==> src/rtl/core/xsuf_pkg.sv <==
// ----------------------------------------------------------------------------
// xsuf_pkg
// Shared types and constants for the xorshift uniform float source.
// ----------------------------------------------------------------------------
package xsuf_pkg;

	localparam logic [63:0] GOLDEN_SEED = 64'h9E3779B97F4A7C15;
	localparam int unsigned SHIFT_A = 13;
	localparam int unsigned SHIFT_B = 7;
	localparam int unsigned SHIFT_C = 17;
	localparam int unsigned DROP_BITS = 11;
	localparam int unsigned MAG_W = 53;
	localparam int unsigned POS_W = 6;

	typedef enum logic {
		ACT_LOAD = 1'b0,
		ACT_GEN  = 1'b1
	} action_t;

	typedef struct packed {
		logic             negative;
		logic [MAG_W-1:0] mag;
	} sample_req_t;

endpackage

==> src/rtl/core/xsuf_front.sv <==
// ----------------------------------------------------------------------------
// xsuf_front
// Accepts items, holds and advances the generator state, and emits the
// signed magnitude of each sample into the queue.
// ----------------------------------------------------------------------------
module xsuf_front import xsuf_pkg::*; (
	input  logic              clk,
	input  logic              arst_n,
	input  logic              in_valid,
	output logic              in_ready,
	input  logic              action,
	input  logic [63:0]       seed,
	output logic              req_valid,
	input  logic              req_ready,
	output sample_req_t       req
);

	logic [63:0] state_q;
	logic [63:0] t1, t2, nxt;
	logic [MAG_W-1:0] m;
	logic accept;

	always_comb begin
		t1 = state_q ^ (state_q << SHIFT_A);
		t2 = t1 ^ (t1 >> SHIFT_B);
		nxt = t2 ^ (t2 << SHIFT_C);
		m = nxt[63:DROP_BITS];
	end

	assign in_ready  = req_ready;
	assign req_valid = in_valid && (action == ACT_GEN);
	assign accept    = in_valid && in_ready;
	assign req.negative = ~m[MAG_W-1];
	assign req.mag = m[MAG_W-1] ? {1'b0, m[MAG_W-2:0]} : ({1'b1, {(MAG_W-1){1'b0}}} - m);

	always_ff @(posedge clk or negedge arst_n) begin
		if (!arst_n) begin
			state_q <= GOLDEN_SEED;
		end else if (accept) begin
			if (action == ACT_GEN) state_q <= nxt;
			else state_q <= (seed == 64'd0) ? GOLDEN_SEED : seed;
		end
	end

endmodule

==> src/rtl/core/xsuf_queue.sv <==
// ----------------------------------------------------------------------------
// xsuf_queue
// Two-entry queue between front and back; full rate while the back side reads, with registered ready.
// ----------------------------------------------------------------------------
module xsuf_queue import xsuf_pkg::*; (
	input  logic        clk,
	input  logic        arst_n,
	input  logic        wr_valid,
	output logic        wr_ready,
	input  sample_req_t wr_data,
	output logic        rd_valid,
	input  logic        rd_ready,
	output sample_req_t rd_data
);

	sample_req_t mem_q [2];
	logic        wp_q, rp_q;
	logic [1:0]  cnt_q;
	logic        wr, rd;

	assign wr_ready = (cnt_q != 2'd2);
	assign rd_valid = (cnt_q != 2'd0);
	assign rd_data  = mem_q[rp_q];
	assign wr = wr_valid && wr_ready;
	assign rd = rd_valid && rd_ready;

	always_ff @(posedge clk or negedge arst_n) begin
		if (!arst_n) begin
			wp_q  <= 1'b0;
			rp_q  <= 1'b0;
			cnt_q <= 2'd0;
		end else begin
			if (wr) wp_q <= ~wp_q;
			if (rd) rp_q <= ~rp_q;
			cnt_q <= cnt_q + {1'b0, wr} - {1'b0, rd};
		end
	end

	always_ff @(posedge clk) begin
		if (wr) mem_q[wp_q] <= wr_data;
	end

endmodule

==> src/rtl/core/xsuf_back.sv <==
// ----------------------------------------------------------------------------
// xsuf_back
// Converts sign and magnitude to binary32 with round to nearest even.
// Stage 1 finds the leading one; stage 2 normalizes, rounds and packs.
// ----------------------------------------------------------------------------
module xsuf_back import xsuf_pkg::*; (
	input  logic        clk,
	input  logic        arst_n,
	input  logic        req_valid,
	output logic        req_ready,
	input  sample_req_t req,
	output logic        out_valid,
	input  logic        out_ready,
	output logic [31:0] sample_bits
);

	logic             v_s1, v_s2;
	logic             adv_s1, adv_s2;
	logic             neg_s1;
	logic [MAG_W-1:0] mag_s1;
	logic [POS_W-1:0] top_s1;
	logic             zero_s1;
	logic [31:0]      bits_s2;
	logic [POS_W-1:0] top_c;
	logic [MAG_W-1:0] norm;
	logic [24:0]      mant;
	logic [28:0]      rest;
	logic             rnd;
	logic [7:0]       biased;
	logic [31:0]      packed_c;

	assign adv_s2 = !v_s2 || out_ready;
	assign adv_s1 = !v_s1 || adv_s2;
	assign req_ready = adv_s1;
	assign out_valid = v_s2;
	assign sample_bits = bits_s2;

	always_comb begin
		top_c = '0;
		for (int i = 0; i < MAG_W; i++) begin
			if (req.mag[i]) top_c = POS_W'(i);
		end
	end

	always_comb begin
		norm = mag_s1 << (POS_W'(MAG_W - 1) - top_s1);
		mant = {1'b0, norm[MAG_W-1:MAG_W-24]};
		rest = norm[MAG_W-25:0];
		rnd  = rest[28] && ((rest[27:0] != '0) || mant[0]);
		mant = mant + {24'd0, rnd};
		biased = 8'(top_s1) + 8'd75;
		if (mant[24]) biased = biased + 8'd1;
		packed_c = {neg_s1, biased, mant[24] ? mant[23:1] : mant[22:0]};
		if (zero_s1) packed_c = 32'd0;
	end

	always_ff @(posedge clk or negedge arst_n) begin
		if (!arst_n) begin
			v_s1 <= 1'b0;
			v_s2 <= 1'b0;
		end else begin
			if (adv_s1) v_s1 <= req_valid;
			if (adv_s2) v_s2 <= v_s1;
		end
	end

	always_ff @(posedge clk) begin
		if (adv_s1) begin
			neg_s1  <= req.negative;
			mag_s1  <= req.mag;
			top_s1  <= top_c;
			zero_s1 <= (req.mag == '0);
		end
		if (adv_s2) bits_s2 <= packed_c;
	end

endmodule

==> src/rtl/core/xorshift_uniform_float_source.sv <==
// ----------------------------------------------------------------------------
// xorshift_uniform_float_source
// Generate transactions pass through the queue and the 2 back stages to the
// sample, and are held there while out_ready is low.
// Throughput: one transaction per cycle while the queue has room.
// Load transactions update the state and produce no sample.
// Reset: asynchronous, state returns to 0x9E3779B97F4A7C15, pipeline empties.
// ----------------------------------------------------------------------------
module xorshift_uniform_float_source import xsuf_pkg::*; (
	input  logic        clk,
	input  logic        arst_n,
	input  logic        in_valid,
	output logic        in_ready,
	input  logic        action,
	input  logic [63:0] seed,
	output logic        out_valid,
	input  logic        out_ready,
	output logic [31:0] sample_bits
);

	logic        f_valid, f_ready, q_valid, q_ready;
	sample_req_t f_data, q_data;

	xsuf_front u_front (
		.clk, .arst_n, .in_valid, .in_ready, .action, .seed,
		.req_valid(f_valid), .req_ready(f_ready), .req(f_data)
	);

	xsuf_queue u_queue (
		.clk, .arst_n,
		.wr_valid(f_valid), .wr_ready(f_ready), .wr_data(f_data),
		.rd_valid(q_valid), .rd_ready(q_ready), .rd_data(q_data)
	);

	xsuf_back u_back (
		.clk, .arst_n,
		.req_valid(q_valid), .req_ready(q_ready), .req(q_data),
		.out_valid, .out_ready, .sample_bits
	);

endmodule
==> config.mk <==
export PLATFORM = sky130hd
export DESIGN_NAME = xorshift_uniform_float_source
export DESIGN_NICKNAME = d
export VERILOG_FILES = /design/src/rtl/core/xsuf_pkg.sv /design/src/rtl/core/xsuf_front.sv /design/src/rtl/core/xsuf_queue.sv /design/src/rtl/core/xsuf_back.sv /design/src/rtl/core/xorshift_uniform_float_source.sv
export SDC_FILE = /design/constraint.sdc
export NUM_CORES = 1
export LEC_CHECK = 0
export ABC_CLOCK_PERIOD_IN_PS = 4800
export BUFFER_PORTS_ARGS = -buffer_cell sky130_fd_sc_hd__buf_2
export CAP_MARGIN = 10
export CORE_ASPECT_RATIO = 0.9
export CORE_MARGIN = 2
export CORE_UTILIZATION = 47
export DETAILED_ROUTE_END_ITERATION = 8
export GPL_ROUTABILITY_DRIVEN = 0
export MAX_ROUTING_LAYER = met4
export PLACE_DENSITY = 0.65
export SLEW_MARGIN = 20
export SYNTH_ARGS = -nofsm -noshare
export SYNTH_HDL_FRONTEND = slang
export SYNTH_HIERARCHICAL = 1
export SYNTH_SLANG_ARGS = --single-unit
==> constraint.sdc <==
create_clock -name clk -period 4.8 [get_ports clk]
set_clock_uncertainty 0.15 [all_clocks]
set_input_delay 0.72 -clock clk [delete_from_list [all_inputs] [get_ports clk]]
set_output_delay 0.72 -clock clk [all_outputs]
set_load 0.005 [all_outputs]
==> out/results.ini, run 1 <==
[synth]
netlist_area_um2=18300
synthTopCellsByArea=sky130_fd_sc_hd__edfxtp_1, sky130_fd_sc_hd__xnor2_1, sky130_fd_sc_hd__mux4_2, sky130_fd_sc_hd__dfstp_2, sky130_fd_sc_hd__dfrtp_1
synth.top_cell.area_share_pct=32.9
cell_taking_the_most_area_after_synthesis=sky130_fd_sc_hd__edfxtp_1
yosys_warnings=6
netlist-cell-type-count=99
sequential_fraction_of_the_synthesis_area_pct=42.8
yosys_register_bits=271
synth_most_common_cell=sky130_fd_sc_hd__edfxtp_1
synthesis.nets=1668
synth_commonest_cells=sky130_fd_sc_hd__edfxtp_1, sky130_fd_sc_hd__xnor2_1, sky130_fd_sc_hd__nor2_1, sky130_fd_sc_hd__nand2_1, sky130_fd_sc_hd__o21ai_0
synth_async_sr_flop_share_pct=25.8
synth_enable_flop_cells=201
syn_avg_cell_area_um2=11.5
netlist_instances=1594
synth_ff_type=sky130_fd_sc_hd__edfxtp_1

[route]
met3WireLength_um=3270
wl_per_cell_um=21.2
route.vias.total=13400
dr.first_iter.drc_count=1272
finalWirelength_um=47300
wl_met1_um=19800
drt_pre_antenna_iters=8
top_layer=met4
drt.antenna.violating_nets=0
route.met2.wl_um=22700
average_via_count_per_standard_cell=6.00
drt_drc_violations_left=0

[job]
number_of_maximum_capacitance_constraint_violations=0

[sta]
fin_crit_sh_pct=93.3
setup_viol=0
rsz0062_at_grt=false
timing.fmax_mhz=223
final.min_clock_period_ns=4.48
finalHoldViolCount=0
worst_pin_slew_ns=1.08
max_slew_margin_pct=27.9
final_max_slew_viol_count=0
fin_setup_tns_ns=0

[global_route]
wire_length_of_the_first_global_routing_pass_um=74200
grt-ovfl-total=0
grt_pass1_vias=13000
antenna_found_initial=0
grt_max_degree=73
grtUsageTotal_pct=24.2

[placement]
buffer_ports.inserted=102
detailed_place_hpwl_um=35300

[setup_path]
critical_path.slowest_cell=sky130_fd_sc_hd__or4_4
cp_cell_sequence=clkbuf_16 > o21a_4 > xor2_4 > mux2i_1 > nand3_1 > a21oi_1 > ha_1 > nand4_1 > or4_4 > nor3_4 > nand3_4 > or4_1 > a21oi_1
cpPeakStageDelay_ns=0.51
setup.worst_path.class=reg2reg
critical_path.startpoint_type=register
worstPathMaxFanout=60
critical_path.most_common_cell=sky130_fd_sc_hd__a21oi_1
critical_path_required_ns=5.06
worst_setup_path_end_kind=register
timing.critical_path.arrival_ns=4.74

[cells_and_area]
antenna-diode-count=0
finalNetCount=1751
layout_cells_sized_above_1_pct=23.4
fillCellCount=3377
area_growth_syn_to_layout_pct=10.6
layout.core_utilization_pct=52.8

[clocking]
cts_root_buf=sky130_fd_sc_hd__clkbuf_16
ctsHoldBuffers=0
clock_sink_count=271
cts_max_path_buffers=3
cts_tree=built
htree_levels=1
clk_pin_slew_worst_paths_ns=0.06
worst_skew_pair.late_latency_ns=0.58
cts_made_buffers=31

[worst_hold_path]
worstHoldPathType=in2async

[die]
design.die.area_um2=40600
dieHeight_um=191
core.rowCount=68
dieWidth_um=212
core_area_um2=38400
initial_core_util_pct=47.8
num_io_pins=103

[status]
outcome=complete, no violations

[stage by stage]
step	worst slack, ns	std cells	hold WS, ns	cell area [um^2]
global placement	0.229	2166	0.300	19200
floorplan	0.0492	1594	0.274	18300
finish	0.323	2226	0.0144	20300
CTS	0.0874	2223	0.193	20200
global route	0.0241	2226	0.0278	20300
detailed placement	0.117	2166	0.300	19200
[layer usage]
metal | track usage (%) | vias to the layer above
li1 | - | 6148
met1 | 31.6 | 6482
met2 | 39.5 | 605
met3 | 3.40 | 117
met4 | 7.15 | 0
met5 | - | -
[sequential cells by signal (all words and copies together), names as in the netlist]
| name | flops |
|---|---|
| u_queue/mem_q | 108 |
| u_front/state_q | 64 |
| u_back/mag_s1 | 53 |
| u_back/sample_bits | 32 |
| u_back/top_s1 | 6 |
| u_queue/cnt_q | 2 |
| u_back/neg_s1 | 1 |
| u_back/out_valid | 1 |
| u_back/v_s1 | 1 |
| u_back/zero_s1 | 1 |
| u_queue/rp_q | 1 |
| u_queue/wp_q | 1 |
[worst max-delay path: cells and delay by family (launching register included)]
family | cells | cell delay (ns)
adder cells (fa/ha/maj) | 1 | 0.21
AND/OR/NAND/NOR | 6 | 1.81
flip-flops | 1 | 0.43
buffers and inverters | 1 | 0.28
XOR/XNOR | 1 | 0.32
multiplexers | 1 | 0.41
AO/OA/AOI/OAI | 3 | 0.68
[final cells by class]
cell class	count	area [um^2]	share of cell area, %
Multi-Input combinational cell	1201	9790	48.3
Inverter	26	97.6	0.482
Clock inverter	16	191	0.945
Timing Repair Buffer	146	873	4.31
Clock buffer	41	813	4.01
Sequential cell	271	7840	38.7
Tap cell	525	657	3.24
[cells by family (layout without fill, tap and decap cells)]
| group | count (synthesis) | in the layout | synth area share, % |
|---|---|---|---|
| simple gates | 459 | 459 | 12.7 |
| mux | 184 | 184 | 15.3 |
| xor+xnor | 249 | 250 | 14.1 |
| fa+ha+maj | 5 | 5 | 0.341 |
| flops | 271 | 271 | 42.8 |
| buf+inv | 123 | 229 | 4.34 |
| compound gates | 303 | 303 | 10.4 |
[placed cells by master, fill, tap and decap left out, types with 8 or more instances in the layout]
cell / count
sky130_fd_sc_hd__dfrtp_1: 31
sky130_fd_sc_hd__o21ai_0: 93
sky130_fd_sc_hd__mux2i_1: 67
sky130_fd_sc_hd__xor2_1: 50
sky130_fd_sc_hd__clkbuf_16: 32
sky130_fd_sc_hd__nand2b_1: 10
sky130_fd_sc_hd__a211oi_1: 12
sky130_fd_sc_hd__mux2_2: 14
sky130_fd_sc_hd__xnor2_1: 164
sky130_fd_sc_hd__mux4_1: 8
sky130_fd_sc_hd__a31oi_1: 17
sky130_fd_sc_hd__a21oi_1: 75
sky130_fd_sc_hd__buf_2: 101
sky130_fd_sc_hd__mux4_2: 46
sky130_fd_sc_hd__a221oi_1: 15
sky130_fd_sc_hd__and2_1: 8
sky130_fd_sc_hd__nor3_1: 25
sky130_fd_sc_hd__o22ai_1: 23
sky130_fd_sc_hd__nand2_1: 124
sky130_fd_sc_hd__and3_1: 12
sky130_fd_sc_hd__buf_4: 43
sky130_fd_sc_hd__edfxtp_1: 201
sky130_fd_sc_hd__xnor2_2: 11
sky130_fd_sc_hd__mux2_4: 49
sky130_fd_sc_hd__inv_1: 25
sky130_fd_sc_hd__nor2_1: 125
sky130_fd_sc_hd__dfstp_2: 38
sky130_fd_sc_hd__o31ai_1: 8
sky130_fd_sc_hd__nand3_1: 38
sky130_fd_sc_hd__xnor3_1: 9
sky130_fd_sc_hd__nor2b_1: 11
sky130_fd_sc_hd__nor4_1: 35
sky130_fd_sc_hd__clkbuf_1: 10
sky130_fd_sc_hd__nand4_1: 19
[worst paths after layout]
| check | startpoint | to | slack (ns) | cells after the start |
|---|---|---|---|---|
| hold reg to reg | u_back/v_s1 | u_back/out_valid | 0.31 | 1 |
| setup / recovery | u_back/top_s1[0] | u_back/sample_bits[26] | 0.32 | 13 |
| max in group asynchronous | arst_n | u_front/state_q[49] | 3.60 | 2 |
| hold / removal | arst_n | u_front/state_q[3] | 0.01 | 1 |
| min in group clk | seed[23] | u_front/state_q[23] | 0.27 | 3 |
| setup reg to reg | u_back/top_s1[0] | u_back/sample_bits[26] | 0.32 | 13 |
[what timing repair did]
action,CTS,global route
setup endpoints to repair,0,27
gates resized for setup,0,6
setup buffers,0,2
Power of run 1 is not shown: default switching activity piles up to over one toggle a cycle in this logic, so the estimate is an artifact.
==> run 2: changes to the inputs <==
Settings changed: ABC_AREA set to 1, CORE_UTILIZATION 47 to 51, PLACE_DENSITY 0.65 to 0.69.
==> run 2 against run 1 <==
Against the previous run:
- final area grew 8.8%
- synthesized cell count is 84% higher
- worst hold slack improved by 0.14 ns
- global-route usage increased by 6.7 points
- sequential cell count did not move
- first-iteration DRC count grew 86%
- critical path depth grew 9
- routed wire length increased by 29%
- highest routed layer unchanged
==> out/results.ini, run 2 <==
[placement]
detailed_place_hpwl_um=47800
placement.cell_area_um2=21000
dp_cells=3497
buffer_ports.inserted=102

[clocking]
cts_tree=built
htree_levels=1
worst_skew_pair.late_latency_ns=0.58
clk_pin_slew_worst_paths_ns=0.06
cts_root_buf=sky130_fd_sc_hd__clkbuf_16
clock_sink_count=271
cts_max_path_buffers=3
cts_made_buffers=30

[sta]
final.min_clock_period_ns=4.42
fin_setup_tns_ns=0
rsz0062_at_grt=false
timing.fmax_mhz=226
final_max_slew_viol_count=0
setup_viol=0
worst_pin_slew_ns=1.02
finalHoldViolCount=0
max_slew_margin_pct=32.2
fin_crit_sh_pct=92.0

[cells_and_area]
layout.cells.most_common_list=sky130_fd_sc_hd__nand2_1, sky130_fd_sc_hd__inv_1, sky130_fd_sc_hd__nor2_1
area_growth_syn_to_layout_pct=9.42
layout_cells_sized_above_1_pct=13.4
final_design_area_no_fill_um2=22100
largest-register=u_queue/mem_q
largest_reg_flops=108
finalNonFillerCells=3557
layout.cells.most_common=sky130_fd_sc_hd__nand2_1
layout.core_utilization_pct=56.3
fillCellCount=3823
antenna-diode-count=0
finalNetCount=3075
biggestRegsByFlops=u_queue/mem_q (108), u_front/state_q (64), u_back/mag_s1 (53)

[route]
drt_pre_antenna_iters=6
route.vias.total=19700
average_via_count_per_standard_cell=5.53
wl_per_cell_um=17.2
dr.first_iter.drc_count=2367
finalWirelength_um=61000
drt_drc_violations_left=0
drt.antenna.violating_nets=0

[global_route]
grtUsageTotal_pct=30.9
grt_max_degree=65
wire_length_of_the_first_global_routing_pass_um=96800
grt-ovfl-total=0
grt_pass1_vias=18200
antenna_found_initial=0

[die]
dieHeight_um=193
dieWidth_um=214
core.rowCount=69
initial_core_util_pct=51.4
num_io_pins=103
design.die.area_um2=41100
core_area_um2=39200

[status]
outcome=complete, no violations

[synth]
synthTopCellsByArea=sky130_fd_sc_hd__edfxtp_1, sky130_fd_sc_hd__nand2_1, sky130_fd_sc_hd__dfstp_2, sky130_fd_sc_hd__inv_1, sky130_fd_sc_hd__nor2_1
cell_taking_the_most_area_after_synthesis=sky130_fd_sc_hd__edfxtp_1
yosys_register_bits=271
syn_avg_cell_area_um2=6.88
netlist-cell-type-count=67
synth_async_sr_flop_share_pct=25.8
netlist_area_um2=20200
synth_most_common_cell=sky130_fd_sc_hd__nand2_1
synth_commonest_cells=sky130_fd_sc_hd__nand2_1, sky130_fd_sc_hd__inv_1, sky130_fd_sc_hd__nor2_1, sky130_fd_sc_hd__edfxtp_1, sky130_fd_sc_hd__o21ai_0
sequential_fraction_of_the_synthesis_area_pct=38.9
synth_ff_type=sky130_fd_sc_hd__edfxtp_1
netlist_instances=2929
yosys_warnings=6
synthesis.nets=3003
synth.top_cell.area_share_pct=29.9
synth_enable_flop_cells=201

[setup_path]
critical_path_required_ns=4.95
timing.critical_path.arrival_ns=4.57
setup.worst_path.class=reg2reg
critical_path.startpoint_type=register
worst_setup_path_end_kind=register
worstPathMaxFanout=20

[worst_hold_path]
worstHoldPathType=in2async

[job]
number_of_maximum_capacitance_constraint_violations=0

-- run 2: final cells by class --
cell class              instances  area, um^2  area share [%]
multi-input cells            2254       10600            48.3
well taps                     532         666            3.02
inverters                     306        1170            5.29
clock inverters                15         110           0.499
repair buffers                138         816            3.70
flip-flops and latches        271        7840            35.5
clock buffers                  41         813            3.69
-- run 2: kinds of logic (layout without fill, tap and decap cells) --
| logic type | Yosys count | count (layout) | share of synthesized area [%] |
|---|---|---|---|
| AO/OA/AOI/OAI | 333 | 333 | 9.45 |
| XOR/XNOR | 68 | 68 | 3.03 |
| adder cells (fa/ha/maj) | 5 | 5 | 0.310 |
| buffers and inverters | 404 | 500 | 8.63 |
| flip-flops | 271 | 271 | 38.9 |
| multiplexers | 55 | 55 | 2.79 |
| AND/OR/NAND/NOR | 1793 | 1793 | 36.9 |
-- run 2: path summary, 6_finish.rpt --
kind / startpoint / cells after the start / to / slack (ns)
setup / recovery: u_back/top_s1[0] / 22 / u_back/sample_bits[29] / 0.38
hold / removal: arst_n / 1 / u_front/state_q[21] / 0.16
setup reg to reg: u_back/top_s1[0] / 22 / u_back/sample_bits[29] / 0.38
hold reg to reg: u_queue/wp_q / 2 / u_queue/wp_q / 0.33
max in group asynchronous: arst_n / 2 / u_front/state_q[36] / 3.31
min in group clk: seed[8] / 3 / u_front/state_q[8] / 0.26
-- run 2: per-layer routing --
layer  routed length [um]  GRT usage [%]
met1                26100           41.8
met2                27200           48.1
met3                 5470           4.13
met4                 2320           10.2
met5                    0              -
-- run 2: worst max-delay path, cell delays in order (launching register included) --
cell and delay (ns):
sky130_fd_sc_hd__edfxtp_1 0.41, sky130_fd_sc_hd__inv_2 0.14, sky130_fd_sc_hd__ha_2 0.23, sky130_fd_sc_hd__nand2_1 0.12, sky130_fd_sc_hd__nand2_4 0.21, sky130_fd_sc_hd__buf_4 0.29, sky130_fd_sc_hd__mux2i_1 0.32, sky130_fd_sc_hd__nand2_1 0.13
sky130_fd_sc_hd__a31oi_2 0.25, sky130_fd_sc_hd__ha_1 0.23, sky130_fd_sc_hd__nand3_2 0.16, sky130_fd_sc_hd__nor3_4 0.27, sky130_fd_sc_hd__nand3_2 0.13, sky130_fd_sc_hd__nor3_2 0.21, sky130_fd_sc_hd__nand2_1 0.09, sky130_fd_sc_hd__inv_2 0.07
sky130_fd_sc_hd__nand2_1 0.08, sky130_fd_sc_hd__inv_2 0.06, sky130_fd_sc_hd__nand2_1 0.09, sky130_fd_sc_hd__inv_2 0.15, sky130_fd_sc_hd__nand4_1 0.11, sky130_fd_sc_hd__o21ai_1 0.17, sky130_fd_sc_hd__a31oi_1 0.06
-- run 2: timing repair --
item | in CTS | in global routing
hold buffers | 0 | 0
gates resized for setup | 0 | 16
setup endpoints to repair | 0 | 23
setup buffers | 0 | 4
-- run 2: stage by stage --
stage | worst slack (ns) | hold slack (ns)
final | 0.384 | 0.157
after global routing | 0.0217 | 0.221
after CTS | 0.144 | 0.181
after detailed placement | 0.196 | 0.323
after global placement | 0.331 | 0.305
after floorplan | 0.160 | 0.274
Power of run 2 is left out for the same reason.
